File: src/rtl/assert_macros.svh
// ----------------------------------------------------------------------------
// Assertion macros
// Shared concurrent assertion forms; they compile to nothing under synthesis.
// ----------------------------------------------------------------------------
`ifndef ASSERT_MACROS_SVH
`define ASSERT_MACROS_SVH

`ifndef SYNTHESIS

// The property must hold at every rising clock edge outside reset.
`define ASSERT_CHECK(label, clk, rst, prop, msg) \
   label: assert property (@(posedge clk) disable iff (rst) prop) else $error(msg);

// The condition must never be true at a rising clock edge outside reset.
`define ASSERT_NEVER(label, clk, rst, cond, msg) \
   label: assert property (@(posedge clk) disable iff (rst) !(cond)) else $error(msg);

`else

`define ASSERT_CHECK(label, clk, rst, prop, msg)
`define ASSERT_NEVER(label, clk, rst, cond, msg)

`endif

`endif

File: src/rtl/tbps_pkg.sv
// ----------------------------------------------------------------------------
// tbps_pkg
// Types, codes and sizes shared by the token bucket shaper files.
// ----------------------------------------------------------------------------
`default_nettype none

package tbps_pkg;

   // Wait queue sizing.
   localparam int QUEUE_DEPTH = 16;
   localparam int PTR_W       = $clog2(QUEUE_DEPTH);
   localparam int FILL_W      = $clog2(QUEUE_DEPTH + 1);

   // Register port sizing.
   localparam int CSR_ADDR_W  = 3;
   localparam int CSR_INDEX_W = 1;
   localparam int CSR_DATA_W  = 32;

   localparam logic [CSR_INDEX_W-1:0] REG_BUCKET_CAPACITY = 1'b0;
   localparam logic [15:0]            CAPACITY_RESET      = 16'd10;

   // Input opcodes.
   localparam logic OP_TOKEN_TICK = 1'b0;
   localparam logic OP_PACKET     = 1'b1;

   // Event codes.
   localparam logic [2:0] EV_TOKEN_ADDED   = 3'd0;
   localparam logic [2:0] EV_TOKEN_DROPPED = 3'd1;
   localparam logic [2:0] EV_TOO_BIG       = 3'd2;
   localparam logic [2:0] EV_QUEUED        = 3'd3;
   localparam logic [2:0] EV_QUEUE_FULL    = 3'd4;
   localparam logic [2:0] EV_RELEASED      = 3'd5;

   typedef struct packed {
      logic        opcode;
      logic [15:0] pkt_id;
      logic [15:0] tokens_needed;
   } req_type;

   typedef struct packed {
      logic [2:0]  event_kind;
      logic [15:0] event_pkt_id;
      logic [15:0] tokens_now;
      logic        last_of_run;
   } rsp_type;

   typedef struct packed {
      logic [15:0] pkt_id;
      logic [15:0] tokens_needed;
   } queue_entry_type;

endpackage

`default_nettype wire

File: src/rtl/tbps_queue_ram.sv
// ----------------------------------------------------------------------------
// tbps_queue_ram
// Storage for waiting packets: one write port, one registered read port.
// ----------------------------------------------------------------------------
`default_nettype none

module tbps_queue_ram
   import tbps_pkg::*;
(
   input  wire logic            clock,
   input  wire logic            wr_en,
   input  wire logic [PTR_W-1:0] wr_addr,
   input  wire queue_entry_type wr_data,
   input  wire logic            rd_en,
   input  wire logic [PTR_W-1:0] rd_addr,
   output queue_entry_type      rd_data
);

   queue_entry_type mem [QUEUE_DEPTH];
   queue_entry_type rd_data_ff;

   always_ff @(posedge clock) begin
      if (wr_en) begin
         mem[wr_addr] <= wr_data;
      end
   end

   always_ff @(posedge clock) begin
      if (rd_en) begin
         rd_data_ff <= mem[rd_addr];
      end
   end

   assign rd_data = rd_data_ff;

endmodule

`default_nettype wire

File: src/rtl/token_bucket_packet_shaper_unit.sv
// Timing: an item's first result is registered out of the read step when the
// queue is empty after its own event, out of the decide step when packets wait there.
// Each packet released by that item adds another pass through the read and decide steps.
// The unit stays busy until it returns to idle with an item's last result and takes
// no new item meanwhile; the queue's single registered read port gives each release its own read step.
// Reset (synchronous): bucket empty, queue empty, capacity 10; no receiver stall.
// ----------------------------------------------------------------------------
// token_bucket_packet_shaper_unit
// Token bucket shaper with a FIFO of waiting packets held in a RAM.
// ----------------------------------------------------------------------------
`default_nettype none

`include "assert_macros.svh"

module token_bucket_packet_shaper_unit
   import tbps_pkg::*;
(
   input  wire logic                  clock,
   input  wire logic                  reset,
   // Command channel
   input  wire logic                  start,
   output logic                       busy,
   input  wire req_type               req_item,
   // Result channel
   output logic                       rsp_valid,
   output rsp_type                    rsp_item,
   // Register port
   input  wire logic                  psel,
   input  wire logic                  penable,
   input  wire logic                  pwrite,
   input  wire logic [CSR_ADDR_W-1:0] paddr,
   input  wire logic [CSR_DATA_W-1:0] pwdata,
   output logic [CSR_DATA_W-1:0]      prdata,
   output logic                       pready
);

   // The sequencer walks each item through three steps. In the idle step
   // the item's own event is worked out and, for a queued packet, written
   // to the tail of the queue. The read step then looks at the queue: if
   // it is empty the pending result goes out as the last one, otherwise
   // the head entry is read. In the decide step the head's need is compared
   // with the bucket; a release sends the pending result and makes the
   // release itself the new pending result, and the read step runs again;
   // otherwise the pending result goes out as the last one. A result is therefore
   // held back by one step, until it is known whether another result follows it.
   typedef enum logic [1:0] {
      ST_IDLE,
      ST_READ,
      ST_DECIDE
   } state_type;

   state_type       state_ff, state_in;
   logic [15:0]     capacity_ff, capacity_in;
   logic [15:0]     token_ff, token_in;
   logic [PTR_W-1:0] head_ff, head_in;
   logic [PTR_W-1:0] tail_ff, tail_in;
   logic [FILL_W-1:0] fill_ff, fill_in;
   rsp_type         pend_ff, pend_in;
   logic            rsp_valid_ff, rsp_valid_in;
   rsp_type         rsp_item_ff, rsp_item_in;

   logic            ram_wr_en;
   logic            ram_rd_en;
   queue_entry_type ram_wr_data;
   queue_entry_type ram_rd_data;

   logic                   csr_write;
   logic [CSR_INDEX_W-1:0] csr_index;

   // The tail and head pointers wrap at the queue depth, which need not be
   // a power of two.
   function automatic logic [PTR_W-1:0] next_slot(input logic [PTR_W-1:0] ptr);
      logic [PTR_W-1:0] result;
      if (ptr == PTR_W'(QUEUE_DEPTH - 1)) begin
         result = '0;
      end else begin
         result = ptr + PTR_W'(1);
      end
      return result;
   endfunction

   tbps_queue_ram u_queue_ram (
      .clock   (clock),
      .wr_en   (ram_wr_en),
      .wr_addr (tail_ff),
      .wr_data (ram_wr_data),
      .rd_en   (ram_rd_en),
      .rd_addr (head_ff),
      .rd_data (ram_rd_data)
   );

   // Register port: writes land in the access cycle, reads are immediate.
   assign pready    = 1'b1;
   assign csr_index = paddr[CSR_ADDR_W-1:2];
   assign csr_write = psel && penable && pwrite && pready;

   always_comb begin
      if (csr_index == REG_BUCKET_CAPACITY) begin
         prdata = {{(CSR_DATA_W - 16){1'b0}}, capacity_ff};
      end else begin
         prdata = '0;
      end
   end

   always_comb begin
      capacity_in = capacity_ff;
      if (csr_write && (csr_index == REG_BUCKET_CAPACITY)) begin
         capacity_in = pwdata[15:0];
      end
   end

   assign busy        = (state_ff != ST_IDLE);
   assign ram_wr_data = '{pkt_id: req_item.pkt_id,
                          tokens_needed: req_item.tokens_needed};

   always_comb begin
      state_in     = state_ff;
      token_in     = token_ff;
      head_in      = head_ff;
      tail_in      = tail_ff;
      fill_in      = fill_ff;
      pend_in      = pend_ff;
      rsp_valid_in = 1'b0;
      rsp_item_in  = rsp_item_ff;
      ram_wr_en    = 1'b0;
      ram_rd_en    = 1'b0;

      case (state_ff)
         ST_IDLE: begin
            if (start) begin
               state_in                = ST_READ;
               pend_in.last_of_run     = 1'b0;
               pend_in.event_pkt_id    = req_item.pkt_id;
               if (req_item.opcode == OP_TOKEN_TICK) begin
                  pend_in.event_pkt_id = '0;
                  if (token_ff < capacity_ff) begin
                     token_in           = token_ff + 16'd1;
                     pend_in.event_kind = EV_TOKEN_ADDED;
                  end else begin
                     pend_in.event_kind = EV_TOKEN_DROPPED;
                  end
               end else if (req_item.tokens_needed > capacity_ff) begin
                  pend_in.event_kind = EV_TOO_BIG;
               end else if (fill_ff == FILL_W'(QUEUE_DEPTH)) begin
                  pend_in.event_kind = EV_QUEUE_FULL;
               end else begin
                  ram_wr_en          = 1'b1;
                  tail_in            = next_slot(tail_ff);
                  fill_in            = fill_ff + FILL_W'(1);
                  pend_in.event_kind = EV_QUEUED;
               end
               pend_in.tokens_now = token_in;
            end
         end

         ST_READ: begin
            // The write of this item landed at the last edge, so reading
            // the head now cannot see stale data.
            if (fill_ff == '0) begin
               rsp_valid_in             = 1'b1;
               rsp_item_in              = pend_ff;
               rsp_item_in.last_of_run  = 1'b1;
               state_in                 = ST_IDLE;
            end else begin
               ram_rd_en = 1'b1;
               state_in  = ST_DECIDE;
            end
         end

         ST_DECIDE: begin
            rsp_valid_in = 1'b1;
            rsp_item_in  = pend_ff;
            if (token_ff >= ram_rd_data.tokens_needed) begin
               rsp_item_in.last_of_run = 1'b0;
               token_in                = token_ff - ram_rd_data.tokens_needed;
               head_in                 = next_slot(head_ff);
               fill_in                 = fill_ff - FILL_W'(1);
               pend_in.event_kind      = EV_RELEASED;
               pend_in.event_pkt_id    = ram_rd_data.pkt_id;
               pend_in.tokens_now      = token_in;
               pend_in.last_of_run     = 1'b0;
               state_in                = ST_READ;
            end else begin
               rsp_item_in.last_of_run = 1'b1;
               state_in                = ST_IDLE;
            end
         end

         default: begin
            state_in = ST_IDLE;
         end
      endcase
   end

   always_ff @(posedge clock) begin
      if (reset) begin
         state_ff     <= ST_IDLE;
         capacity_ff  <= CAPACITY_RESET;
         token_ff     <= '0;
         head_ff      <= '0;
         tail_ff      <= '0;
         fill_ff      <= '0;
         rsp_valid_ff <= 1'b0;
      end else begin
         state_ff     <= state_in;
         capacity_ff  <= capacity_in;
         token_ff     <= token_in;
         head_ff      <= head_in;
         tail_ff      <= tail_in;
         fill_ff      <= fill_in;
         rsp_valid_ff <= rsp_valid_in;
      end
   end

   // Payload registers carry no reset.
   always_ff @(posedge clock) begin
      pend_ff     <= pend_in;
      rsp_item_ff <= rsp_item_in;
   end

   assign rsp_valid = rsp_valid_ff;
   assign rsp_item  = rsp_item_ff;

   // The fill count never passes the queue depth.
   `ASSERT_NEVER(a_fill_bound, clock, reset, fill_ff > FILL_W'(QUEUE_DEPTH), "queue overfilled")

   // An empty queue has its head and tail pointers together.
   `ASSERT_CHECK(a_empty_ptrs, clock, reset, fill_ff == '0 |-> head_ff == tail_ff, "pointers apart")

   // The last result of an item coincides with the return to idle, and any
   // other result with a release still under way.
   `ASSERT_CHECK(a_last, clock, reset, rsp_valid |-> busy != rsp_item.last_of_run, "last marker")

   // Results only follow a cycle in which an item was under way.
   `ASSERT_CHECK(a_rsp_from_busy, clock, reset, rsp_valid_ff |-> $past(busy), "result while idle")

endmodule

`default_nettype wire
File: config.mk
export PLATFORM = sky130hd
export DESIGN_NAME = token_bucket_packet_shaper_unit
export DESIGN_NICKNAME = d
export VERILOG_FILES = /design/src/rtl/tbps_pkg.sv /design/src/rtl/tbps_queue_ram.sv /design/src/rtl/token_bucket_packet_shaper_unit.sv
export VERILOG_INCLUDE_DIRS = /design/src /design/src/rtl
export SDC_FILE = /design/constraint.sdc
export NUM_CORES = 1
export LEC_CHECK = 0
export BUFFER_PORTS_ARGS = -buffer_cell sky130_fd_sc_hd__buf_2
export CAP_MARGIN = 15
export CORE_MARGIN = 8
export CORE_UTILIZATION = 42
export CTS_BUF_LIST = sky130_fd_sc_hd__clkbuf_16
export DETAILED_ROUTE_END_ITERATION = 8
export GPL_ROUTABILITY_DRIVEN = 0
export PLACE_DENSITY = 0.65
export SLEW_MARGIN = 30
export SYNTH_ARGS = -nofsm -noshare
export SYNTH_HDL_FRONTEND = slang
export SYNTH_HIERARCHICAL = 1
export SYNTH_SLANG_ARGS = --single-unit
File: constraint.sdc
create_clock -name clock -period 13.49 [get_ports clock]
set_input_delay 2.0235 -clock clock [delete_from_list [all_inputs] [get_ports clock]]
set_output_delay 2.0235 -clock clock [all_outputs]
set_load 0.02 [all_outputs]
==> impl.org, run 1 <==
** Floorplanning
- Die Span X :: 270 µm
- The die is about 270 µm tall.
- Cell Rows :: 93
- 145 I/O pins were placed.
- Once the floorplan was initialized, standard cells occupied about 42% of the core.
- The floorplan step defined a die boundary enclosing between 70000 and 80000 µm².
- Core area :: 64000 µm²

** Synth
- Dominant cell type by area after synthesis :: edfxtp_1
- The synthesized design contains 615 enable-type register cells.
- After Yosys synthesis, and, or, nand and nor cells account for 3.99% of the synthesized area.
- Largest family of logic cells by synthesized area :: multiplexers
- Of the post-synthesis cell area, the dominant cell type holds 68.4%.
- Synthesis inferred about 660 register bits.
- Post-synthesis mux area share :: about 11%
- Post-synthesis share of cell area spent on xor and xnor gates :: 0.940%
- The synthesized netlist devotes under 10% of its cell area to adder and majority cells.
- After synthesis, the netlist uses 70 different library cells.
- Averaged over all synthesized cells, the footprint is 17.8 µm².
- By count the netlist is led by edfxtp_1, mux4_2, nand2_1, a22oi_1, nor2_1.
- The synthesized netlist devotes 6.85% of its cell area to compound gates.
- After synthesis the cells add up to 27000 µm².
- Yosys printed 6 warnings.
- Share of synthesized registers carrying an async set or reset :: 0%
- Largest cells by area after synthesis :: edfxtp_1, mux4_2, dfxtp_1
- Library cell with the highest instance count after synthesis :: edfxtp_1
- Of the synthesized area, sequential elements account for 71.9%.
- Dominant synthesized flop cell :: edfxtp_1
- Cell count after synthesis :: 1514

** Critical path
- CP max FO :: 23
- The largest single stage delay on the critical path is 0.62 ns.
- The worst setup path is of the input pin to flop kind.
- Critical register-to-register path endpoint :: u_queue_ram/mem[4][24]$_DFFE_PP_
- At the worst endpoint, the required time is 13.73 ns.
- Crit. Startpoint :: req_item[5]
- The most critical setup path has its endpoint at u_queue_ram/mem[4][24]$_DFFE_PP_.
- In this run the critical register-to-register path is launched from capacity_ff[5]$_SDFFE_PP0P_.
- The worst register-to-register path has a depth of 10.
- CP cell instances :: buf_2, ha_1, a211oi_1, o21a_1, o21ai_1, a2111o_1, a211oi_4, nand3b_1, nor3_4, buf_4
- STA classifies the critical path endpoint as a flop.
- STA classifies the critical path startpoint as an input pin.
- Setup slack on the worst reg-to-reg path comes out at 9.18 ns.
- Cell at the slowest stage of the critical path :: nor3_4
- Data arrives at the worst endpoint at 5.79 ns.

** Global routing
- Maximum number of pins on one net before global-route repair :: just over 60
- The number of antenna violations at the first check in global routing came to 2.
- Global route overflow :: 0
- Global routing used 16.6% of the available tracks.
- Wire length of the first global-routing pass :: 92300 µm
- Number of global-route vias before repair :: 14844

** Pwr
- The design draws 4280 µW.
- Static Leakage :: 0.0103 µW
- Across the VDD grid, the largest voltage drop is around 81 µV.
- Power spread over the standard cell area amounts to 138 nW/µm².

** Clock tree
- Number of buffers inserted during clock tree synthesis :: between 60 and 70
- Clock buffer depth :: 3
- Insertion delay to the later sink of the worst-skew pair :: 0.62 ns
- CTS tree :: yes
- Clock Sink Count :: 663
- Clock-pin slew was measured on the worst setup and hold paths at 0.05 ns.
- Clock root buffer :: clkbuf_16
- After clock tree synthesis, the repair step resized 0 gates.
- Maximum level of the CTS H-tree :: 3
- After clock tree synthesis, the flow added hold-fix buffers numbering 0.
- After clock tree synthesis, the setup repair step added 0 buffers.

** Route
- Dividing the detail-routed via count by the number of cells gives roughly 5.6.
- The detail route stage leaves a number of antenna-violating nets equal to 0.
- Drc violations :: 0
- For this run, the detailed router's first-pass iteration total came to 7.
- Detailed routing inserted a total of 14378 vias.
- Mean routed wirelength per cell :: 23.6 µm
- For this block, the initial DRC count from the detailed router was 1231.
- After detailed routing, the total wire length is 60600 µm.

** STA
- Tightest Pin Transition :: 0.906 ns
- Shortest clock period the worst path allows after layout :: between 5 and 6 ns
- Setup repair after global routing left no endpoint under its margin.
- Setup violations remaining at the end of the flow were counted as 0.
- Ratio of final minimum period to clock period :: 41.2%
- Worst clock skew :: 0.0412 ns
- Final TNS setup :: 0 ns
- Final hold vios :: 0
- Maximum frequency from static timing analysis :: roughly 180 MHz
- The worst pin sits at a relative slew slack of 39.6%.
- The max-slew violation count was 0.

** Final layout
- Count of fill cells added during filler insertion :: 5285
- Final net count :: 1793
- Share of cells above drive strength 1 :: 24.1%
- Summing all non-filler instances in the final layout gives an area of 30900 µm².
- The area growth from synthesis to layout is 14.6%.

** Placed design
- After detailed placement, the total cell area comes to 28800 µm².
- Detailed placement finished with a half-perimeter wire length of approximately 36000 µm.
- Input and output buffers added on the ports amount to 109.

** Run status
- The flow ran to the end, and the final reports show no timing, DRC or antenna violations.

** Flow run
- The tool flagged a number of max-cap violations equal to 0.

** Worst hold path
- The tightest min-delay check is of the flop to flop type.
[cell usage in the layout, fill, tap and decap left out, types with 5 or more instances in the layout]
cell / instances
edfxtp_1: 615
xor2_1: 7
buf_4: 31
nor3_1: 8
a21o_1: 16
dfxtp_1: 46
a31oi_1: 5
a21oi_1: 51
o21a_1: 8
nand4_1: 6
nand2_1: 99
o21ai_0: 17
o211ai_1: 8
xnor2_1: 22
ha_1: 56
mux2i_1: 10
nor2_1: 45
buf_2: 109
nor2_4: 13
a22o_1: 24
clkinv_1: 16
and3_1: 5
and4_1: 7
nor2b_1: 7
mux4_2: 128
conb_1: 17
clkbuf_16: 69
nand3_1: 15
a22oi_1: 65
clkinv_2: 6
inv_1: 71
o21ai_1: 9
[critical path, delay by kind of cell]
family	cells	cell delay, ns
adder cells (fa/ha/maj)	1	0.31
AO/OA/AOI/OAI	5	1.55
buffers and inverters	2	0.80
AND/OR/NAND/NOR	2	1.06
[kinds of logic (layout without fill, tap and decap cells)]
| kind of cell | count (synthesis) | count (layout) |
|---|---|---|
| other cells | 2 | 18 |
| buf+inv | 139 | 323 |
| flops | 663 | 663 |
| xor+xnor | 29 | 29 |
| compound gates | 248 | 248 |
| mux | 139 | 139 |
| simple gates | 235 | 235 |
| fa+ha+maj | 59 | 59 |
[power by group]
| part | internal, µW | total [µW] | switching [µW] |
|---|---|---|---|
| sequential | 2290 | 2300 | 12.8 |
| combinational | 48.0 | 174 | 126 |
| clock | 1020 | 1810 | 788 |
| total | 3360 | 4280 | 926 |
[per-stage QoR]
step | setup WS [ns] | utilization, % | hold slack (ns) | std cells
after floorplan | 6.66 | - | 0.400 | 1529
after global placement | 7.13 | 44.8 | 0.400 | 2441
after detailed placement | 7.00 | 44.9 | 0.405 | 2444
after CTS | 7.62 | 48.3 | 0.418 | 2568
after global routing | 7.71 | 48.3 | 0.423 | 2568
final | 7.94 | 48.3 | 0.416 | 2569
[worst min path at each step]
stage                              to  slack [ns]                      start  cells past startpoint
2_1_floorplan  rsp_item[10]$_DFFE_PP_        0.40      pend_ff[10]$_DFFE_PP_                      0
3_3_place_gp   rsp_item[12]$_DFFE_PP_        0.40      pend_ff[12]$_DFFE_PP_                      0
3_5_place_dp   rsp_item[35]$_DFFE_PP_        0.40  pend_ff[35]$_SDFFCE_PP1P_                      0
4_1_cts        rsp_item[35]$_DFFE_PP_        0.42  pend_ff[35]$_SDFFCE_PP1P_                      0
5_1_grt         rsp_item[4]$_DFFE_PP_        0.42       pend_ff[4]$_DFFE_PP_                      0
6_report       rsp_item[35]$_DFFE_PP_        0.42  pend_ff[35]$_SDFFCE_PP1P_                      0
[metal layers]
| metal | part of all wire (%) | vias to the layer above | GRT usage (%) |
|---|---|---|---|
| li1 | - | 6326 | - |
| met5 | 0.013 | - | 0 |
| met4 | 2.0 | 2 | 4.62 |
| met1 | 43 | 7422 | 22.4 |
| met2 | 48 | 544 | 27.1 |
| met3 | 7.4 | 84 | 3.39 |
[registers in the layout (all words and copies together) (netlist names)]
register             count
u_queue_ram/mem        512
rsp_item                36
pend_ff                 35
u_queue_ram/rd_data     32
capacity_ff             16
token_ff                16
fill_ff                  5
head_ff                  4
tail_ff                  4
state_ff                 2
rsp_valid                1
[final cells by class]
| type | instances | area [µm²] | area share [%] |
|---|---|---|---|
| Antenna cell | 1 | 2.50 | 0.00809 |
| Multi-Input combinational cell | 727 | 7170 | 23.2 |
| Clock buffer | 69 | 1730 | 5.58 |
| Clock inverter | 55 | 452 | 1.46 |
| Tap cell | 855 | 1070 | 3.46 |
| Inverter | 55 | 206 | 0.667 |
| Timing Repair Buffer | 144 | 872 | 2.82 |
| Sequential cell | 663 | 19400 | 62.8 |
Note: power is estimated with default switching activity, not from simulation.
==> run 2: changes to the inputs <==
ABC_AREA = 1   (was not set)
PLACE_DENSITY = 0.67   (was 0.65)
clock period = 4.9 ns   (was 13.49 ns; I/O delays follow)
==> run 2 against run 1 <==
Sequential power grew to 2.9 times the previous value; largest cell class unchanged; utilization is 1.0 points lower; routed wire length is 22% higher; via count is 42% higher; highest routed layer unchanged; non-clock buffer count is 10 higher; combinational power grew to 8.6 times the previous value; critical endpoint is now u_queue_ram/mem[14][13]$_DFFE_PP_; clock skew is 0.0082 ns lower.
==> impl.org, run 2 <==
** Run status
- The flow ran to the end, and the final reports show no timing, DRC or antenna violations.

** Route
- Final routed wirelength across all metal layers :: 74000 µm
- Dividing the detail-routed wire length by the instance count gives 18.1 µm.
- Drc violations :: 0
- In the routed layout, each cell is associated on average with a via count of 5.02.
- After the first detailed-routing iteration, the DRC count stood at 2012.
- Once detail routing completed, the nets flagged for antenna violations numbered 0.
- The routed layout has between 20000 and 25000 vias.
- The first TritonRoute pass finished after 5 iterations.

** Synth
- Post-synthesis share of cell area spent on xor and xnor gates :: 0.203%
- YS warnings :: 6
- Synth Area in Adders :: 2.49%
- Counting distinct cell types in the post-synthesis netlist gives 50.
- Synthesized-area fraction occupied by ao, oa, aoi and oai cells :: between 2 and 2.5%
- Post-synthesis mux area share :: 0%
- Averaged over all synthesized cells, the footprint is 10.1 µm².
- After synthesis, the most frequently instantiated cells are nand2_1, edfxtp_1, inv_1, nand3_1, a21oi_1.
- The most used flip-flop cell after synthesis is edfxtp_1.
- The synthesized netlist devotes about a fifth of its cell area to simple gates.
- Post-synthesis instance area :: between 30000 and 40000 µm²
- Counting flops with an async set or reset pin after synthesis yields a share of 0%.
- edfxtp_1 takes more of the synthesized area than any other cell.
- The synthesized design contains 615 enable-type register cells.
- Largest cells by area after synthesis :: edfxtp_1, nand2_1, nand3_1
- The share of the Yosys chip area taken by registers is 64.3%.
- Yosys reg bits :: 663
- Largest family of logic cells by synthesized area :: simple AND/OR/NAND/NOR gates
- Library cell with the highest instance count after synthesis :: nand2_1
- Cell count after synthesis :: 2978
- Yosys top cell area share :: 61.1%

** STA
- Setup slack on the critical path of the routed design comes to between 1 and 1.5 ns.
- Maximum frequency from static timing analysis :: around 290 MHz
- Setup repair after global routing left no endpoint under its margin.
- Slew Limit Headroom :: 33.0%
- The final hold violation count came to 0.
- In the final timing run, aggregate negative setup slack is 0 ns.
- Shortest clock period the worst path allows after layout :: ~3.5 ns
- In the finished design, the share of the clock period the worst path needs comes to a little under three quarters.
- Setup violations remaining at the end of the flow were counted as 0.
- Across the routed clock network, the largest skew measured is 0.0330 ns.
- Final Slew Violations :: 0
- Across all hold checks on the routed design, the worst slack comes to 0.391 ns.
- Tightest Pin Transition :: 1.00 ns

** Critical path
- Along the worst path, the maximum fanout reaches 25.
- Data arrival at the endpoint of the critical path :: approximately 3.8 ns
- Walking the worst path, the cells encountered are buf_2, ha_1, nand4_1, nor2_1, nand4_1, nand2_1, nand2_1, nor2_2, nand3_1, nor2_4, buf_12.
- Endpoint class of the critical path :: flop
- R2r worst-path depth :: 14
- The slowest stage of the critical path is the nor2_4 cell.
- STA puts the critical path data required time at between 5 and 6 ns.
- Worst Setup Path Type :: input pin to flop
- Kind of start point of the critical path :: input pin
- Crit path largest cell delay :: about 0.46 ns

** Final layout
- The count of cells in the finished layout, fillers not included, comes to approximately 4100.
- The register with the most flip-flops in the layout has 512 of them.
- Count of fill cells added during filler insertion :: 6464
- Cells fill 47.3% of the core in the end.
- Share of cells above drive strength 1 :: 10.5%
- Most frequent standard cell in the layout excluding fill and tap cells :: nand2_1
- Register ranked first by flip-flop count :: u_queue_ram/mem
- The final layout contains about 3200 nets.
- Compared with the post-synthesis result, the final layout area differs by 11.7%.
- In the layout the commonest cells are nand2_1, edfxtp_1, inv_1.

** Worst hold path
- The path class of the tightest hold or removal check is input pin to flop.
- Depth of the worst hold-timing path :: 3

** Global routing
- The number of global-route vias before repair is 19763.
- Entering global routing, the biggest net connects 153 pins.
- Global routing finished with a remaining overflow of 0.
- Initial antenna violation count :: 6
- Global routing consumed, over all layers together, 18.1% of the routing resources.
- The first global-routing pass estimated around 120000 µm of wire.

** Floorplanning
- Die Span X :: 284 µm
- The initial utilization of the core area, before any placement, comes to 42.3%.
- Row generation in the floorplan step produced 98 rows.
- The region available for standard cell placement spans 71400 µm².
- In this run the vertical extent of the chip is 284 µm.
- 145 I/O pins were placed.
- The die covers 80800 µm².

** Clock tree
- Clock root buffer :: clkbuf_16
- Number of buffers inserted during clock tree synthesis :: 67
- Clock-pin transition on the worst setup and hold timing paths :: around 0.060 ns
- CTS tree :: yes
- CTS resizes :: 0
- In this run, post-CTS hold repair placed 0 buffers.
- In this run the number of H-tree levels came out at 3.
- Number of setup buffers added after CTS :: 0
- At the later pin of the worst-skew pair, clock insertion delay measures 0.61 ns.
- The clock passes through at most 3 buffers.
- Clock Sink Count :: 663

** Placed design
- After detailed placement, the design holds a cell count of approximately 4000.
- Port-buffer cells :: between 100 and 150
- Post-Place Worst Slack :: 0.777 ns
- HPWL Detailed :: 43700 µm

** Flow run
- The tool flagged a number of max-cap violations equal to 0.

** Pwr
- Summed over all cells, the static leakage comes to 0.0144 µW.
- Across the VDD grid, the largest voltage drop is ~270 µV.
- Pwr/cell area :: 385 nW/µm²
[run 2: cell types whose count changed in the layout (fill, tap and decap cells not counted), moves of 12 or more]
cell,change
a21o_1,-13
a21oi_1,+19
a22o_1,-24
a22oi_1,-65
inv_1,+440
mux4_2,-128
nand2_1,+767
nand2_2,+13
nand3_1,+437
nand3_2,+12
nand4_1,+12
o21ai_0,+17
xnor2_1,-19
[run 2: final timing paths]
path	endpoint	from	slack, ns
hold reg to reg	rsp_item[9]$_DFFE_PP_	pend_ff[9]$_DFFE_PP_	0.41
hold / removal	capacity_ff[1]$_SDFFE_PP1P_	pwdata[1]	0.39
setup / recovery	u_queue_ram/mem[14][13]$_DFFE_PP_	req_item[15]	1.40
setup reg to reg	u_queue_ram/mem[14][13]$_DFFE_PP_	capacity_ff[5]$_SDFFE_PP0P_	1.40
[run 2: area by class of cell]
cell class                      count  area [µm²]  share of cell area (%)
Antenna cell                        4        10.0                  0.0297
Clock buffer                       67        1680                    4.97
Clock inverter                     53         390                    1.16
Inverter                          510        1930                    5.73
Multi-Input combinational cell   1677        8100                    24.0
Sequential cell                   663       19400                    57.6
Tap cell                          950        1190                    3.52
Timing Repair Buffer              154        1020                    3.01
[run 2: per-stage QoR]
step,cell area (µm²),total power [µW]
after global placement,31700,8200
after CTS,33700,13100
after global routing,33700,13500
final,33800,13000
after detailed placement,31700,8230
after floorplan,30300,7770
[run 2: routing by layer]
| layer | track usage (%) | routed length (µm) | vias up |
|---|---|---|---|
| met5 | 0 | 20 | - |
| met4 | 5.82 | 1900 | 4 |
| met3 | 3.46 | 5560 | 115 |
| met2 | 30.1 | 35000 | 732 |
| met1 | 23.8 | 31600 | 9726 |
| li1 | - | - | 9887 |
[run 2: cells by family after synthesis]
| kind of cell | count (synthesis) |
|---|---|
| AND/OR/NAND/NOR | 1465 |
| AO/OA/AOI/OAI | 129 |
| buffers and inverters | 653 |
| flip-flops | 663 |
| other | 2 |
| XOR/XNOR | 7 |
| adder cells (fa/ha/maj) | 59 |
[run 2: power by group]
| part | switching, µW | total (µW) | internal, µW | leakage (µW) |
|---|---|---|---|---|
| clock | 2130 | 4890 | 2760 | 0.00106 |
| sequential | 118 | 6620 | 6500 | 0.00598 |
| combinational | 1060 | 1490 | 430 | 0.00741 |
| total | 3310 | 13000 | 9690 | 0.0144 |
[run 2: critical path: cells and delay by family]
family	cells	cell delay, ns
adder cells (fa/ha/maj)	1	0.37
buffers and inverters	2	0.52
AND/OR/NAND/NOR	8	2.09
==> run 3: changes to the inputs <==
ABC_AREA = 0   (was 1)
PLACE_DENSITY = 0.68   (was 0.67)
clock period = 3 ns   (was 4.9 ns; I/O delays follow)
==> run 3 against run 2 <==
The run now ends with setup timing left; critical path depth is 1 higher; non-clock buffer count increased by 119; die area is 10% lower; final cell count decreased by 34%; sequential cell count is the same; register-to-register slack got worse by 1.5 ns; final area down 2.5%; clock skew decreased by 0.014 ns; largest cell class unchanged.
==> impl.org, run 3 (same netlist as run 1, synthesis figures left out) <==
** Pwr
- Pwr/cell area :: 589 nW/µm²
- Static Leakage :: 0.0111 µW
- The design draws ~19000 µW.
- Net switching is between 20% and 30% of the power.
- The internal portion of the total power is around 15000 µW.
- Registers are responsible for between 50% and 60% of the overall power.
- VDD sags by at most slightly below 400 µV.
- Per report_power, the combinational group accounts for 4.8% of the total.
- Summed over all nets, the switching power comes to 4210 µW.
- Share of power burned in the clock network :: approximately two fifths

** Critical path
- In this run the critical register-to-register path is captured at u_queue_ram/mem[1][18]$_DFFE_PP_.
- Minimum setup slack among reg-to-reg paths :: -0.08 ns
- The critical path starts at capacity_ff[1]$_SDFFE_PP1P_.
- In this run the critical register-to-register path is launched from capacity_ff[1]$_SDFFE_PP1P_.
- Worst Setup Path Type :: flop to flop
- R2r worst-path depth :: 12
- Required time of the worst setup path :: around 3.3 ns
- CP max FO :: 11
- Data on the critical path arrives at its endpoint at 3.39 ns.
- Kind of start point of the critical path :: flop
- STA classifies the critical path endpoint as a flop.

** Final layout
- Final cell area excluding filler cells :: 32900 µm²
- Most frequent standard cell in the layout excluding fill and tap cells :: edfxtp_1
- Most frequent cells in the layout :: edfxtp_1, mux4_2, buf_2
- Share of cells above drive strength 1 :: about a third
- From synthesis to final layout, the design area changed by 21.8%.
- Counting flops per register, the top entry is u_queue_ram/mem.
- Antenna diode count :: 0
- Flip-flop count of the largest register after layout :: 512
- Final Util :: 51.4%
- Final net count :: 1920

** Global routing
- Initial antenna violation count :: 2
- Global route overflow :: 0
- The first global-routing pass estimated about 99000 µm of wire.
- Maximum number of pins on one net before global-route repair :: 51
- Number of global-route vias before repair :: 15417
- Global-route usage over all layers :: 17.8%

** Floorplanning
- Die Span X :: 270 µm
- Die H :: around 270 µm
- 145 I/O pins were placed.
- The core region is 64000 µm².
- The die covers 72700 µm².
- Cell Rows :: 93
- For this configuration, the core starts out at a cell density of a little over two fifths.

** Clock tree
- Clock Sink Count :: 663
- Number of buffers inserted during clock tree synthesis :: 67
- The clock passes through at most 3 buffers.
- In this run the clock root is driven by a clkbuf_16.
- Clock latency on the worst-skew pair, taken at its later pin, is about 0.61 ns.
- Maximum level of the CTS H-tree :: 3
- Clock-pin slew was measured on the worst setup and hold paths at 0.06 ns.
- CTS tree :: yes

** Worst hold path
- Depth of the worst hold-timing path :: 3
- Sink of the worst hold path :: capacity_ff[1]$_SDFFE_PP1P_
- The worst hold path belongs to the class input pin to flop.
- In this run the most critical hold path is launched from pwdata[1].

** Route
- Dividing the detail-routed via count by the number of cells gives 5.66.
- The first TritonRoute pass finished after 6 iterations.
- Mean routed wirelength per cell :: 25.6 µm
- Count of nets left with antenna violations after detail routing :: 0
- Drc violations :: 0
- Final routed wirelength across all metal layers :: 68900 µm
- Total number of vias :: 15237
- Number of DRC markers after the initial detailed-route iteration :: approximately 1600

** STA
- Subtracting the final worst setup slack from the clock period gives about 3.1 ns.
- The tightest hold path in the finished design has a slack of 0.0806 ns.
- Based on the critical path, the design can be clocked at up to 325 MHz.
- For the final routed database, the setup TNS stands at -4.84 ns.
- Final hold vios :: 0
- Final Slew Violations :: 0
- Setup repair after global routing could not meet its margin everywhere.
- Ratio of final minimum period to clock period :: 103%
- For the pin with the worst max-slew slack, the measured transition is between 0.7 and 0.8 ns.
- Clock skew on the completed layout was measured at around 0.019 ns.
- Least setup slack across all paths after layout :: -0.0774 ns
- Setup violations remaining at the end of the flow were counted as about 130.
- Slew Limit Headroom :: 50.8%

** Run status
- Result of the run :: finished, violations left
- Violations in the final reports :: setup timing

** Placed design
- Detailed placement finished with a half-perimeter wire length of 41100 µm.
- In this run the cell area measured after placement is 29800 µm².
- During placement, the flow inserted port buffers numbering about 110.

** Flow run
- Max-cap violations in this run came to 0.
==> run 3: cell types whose count changed in the layout (fill, tap and decap cells not counted), sizes merged, moves of 19 or more <==
cell	change
xnor2	+19
a21oi	-22
buf	+104
nand2	-785
a22o	+24
nand3	-449
a22oi	+65
mux4	+128
inv	-445
==> run 3: power by group through the flow <==
| stage | Combinational, µW | Sequential [µW] | Clock [µW] |
|---|---|---|---|
| floorplan | 405 | 10600 | 0 |
| global placement | 886 | 10500 | 0 |
| detailed placement | 910 | 10500 | 0 |
| CTS | 928 | 10300 | 8260 |
| global route | 1000 | 10400 | 8600 |
| finish | 924 | 10300 | 8120 |
==> run 3: how the worst max path moves through the flow <==
stage          depth (start not counted)                                to
2_1_floorplan                          8   u_queue_ram/mem[0][0]$_DFFE_PP_
3_3_place_gp                          10  u_queue_ram/mem[0][28]$_DFFE_PP_
3_5_place_dp                          11   u_queue_ram/mem[0][2]$_DFFE_PP_
4_1_cts                               11  u_queue_ram/mem[0][26]$_DFFE_PP_
5_1_grt                               12  u_queue_ram/mem[1][13]$_DFFE_PP_
6_report                              12  u_queue_ram/mem[1][18]$_DFFE_PP_
==> run 3: routing by layer <==
layer / wire (µm) / global-route usage [%]
met5: 0 / 0
met4: 1170 / 4.05
met3: 5110 / 3.15
met2: 33900 / 29.3
met1: 28700 / 24.5
==> run 3: through the flow <==
step	setup WS, ns	std cells
2_1_floorplan	-0.615	1529
3_3_place_gp	-0.456	2528
3_5_place_dp	-0.489	2528
4_1_cts	-0.0899	2669
5_1_grt	-0.136	2694
6_report	-0.0774	2694
==> run 3: layout make-up <==
cell class	instances	area, µm²
clock buffers	68	1700
clock inverters	53	440
fillers	5088	31100
inverters	55	216
multi-input cells	727	7400
flip-flops and latches	663	19400
well taps	855	1070
repair buffers	273	2630
==> run 3: critical path: stages (launching register included) <==
cell,delay (ns)
dfxtp_2,0.34
inv_4,0.05
ha_4,0.23
nor2b_4,0.12
o211ai_1,0.19
a21oi_1,0.10
a2111o_1,0.45
a211oi_4,0.27
or3b_4,0.46
buf_12,0.15
nor2_4,0.14
buf_6,0.15
buf_12,0.14
==> run 3: what timing repair did <==
action,in CTS,in global routing
buffers inserted,16,16
endpoints found under the setup margin,510,542
gates resized for setup,54,29
cloned,6,13
hold buffers,0,0
pin swaps,5,9
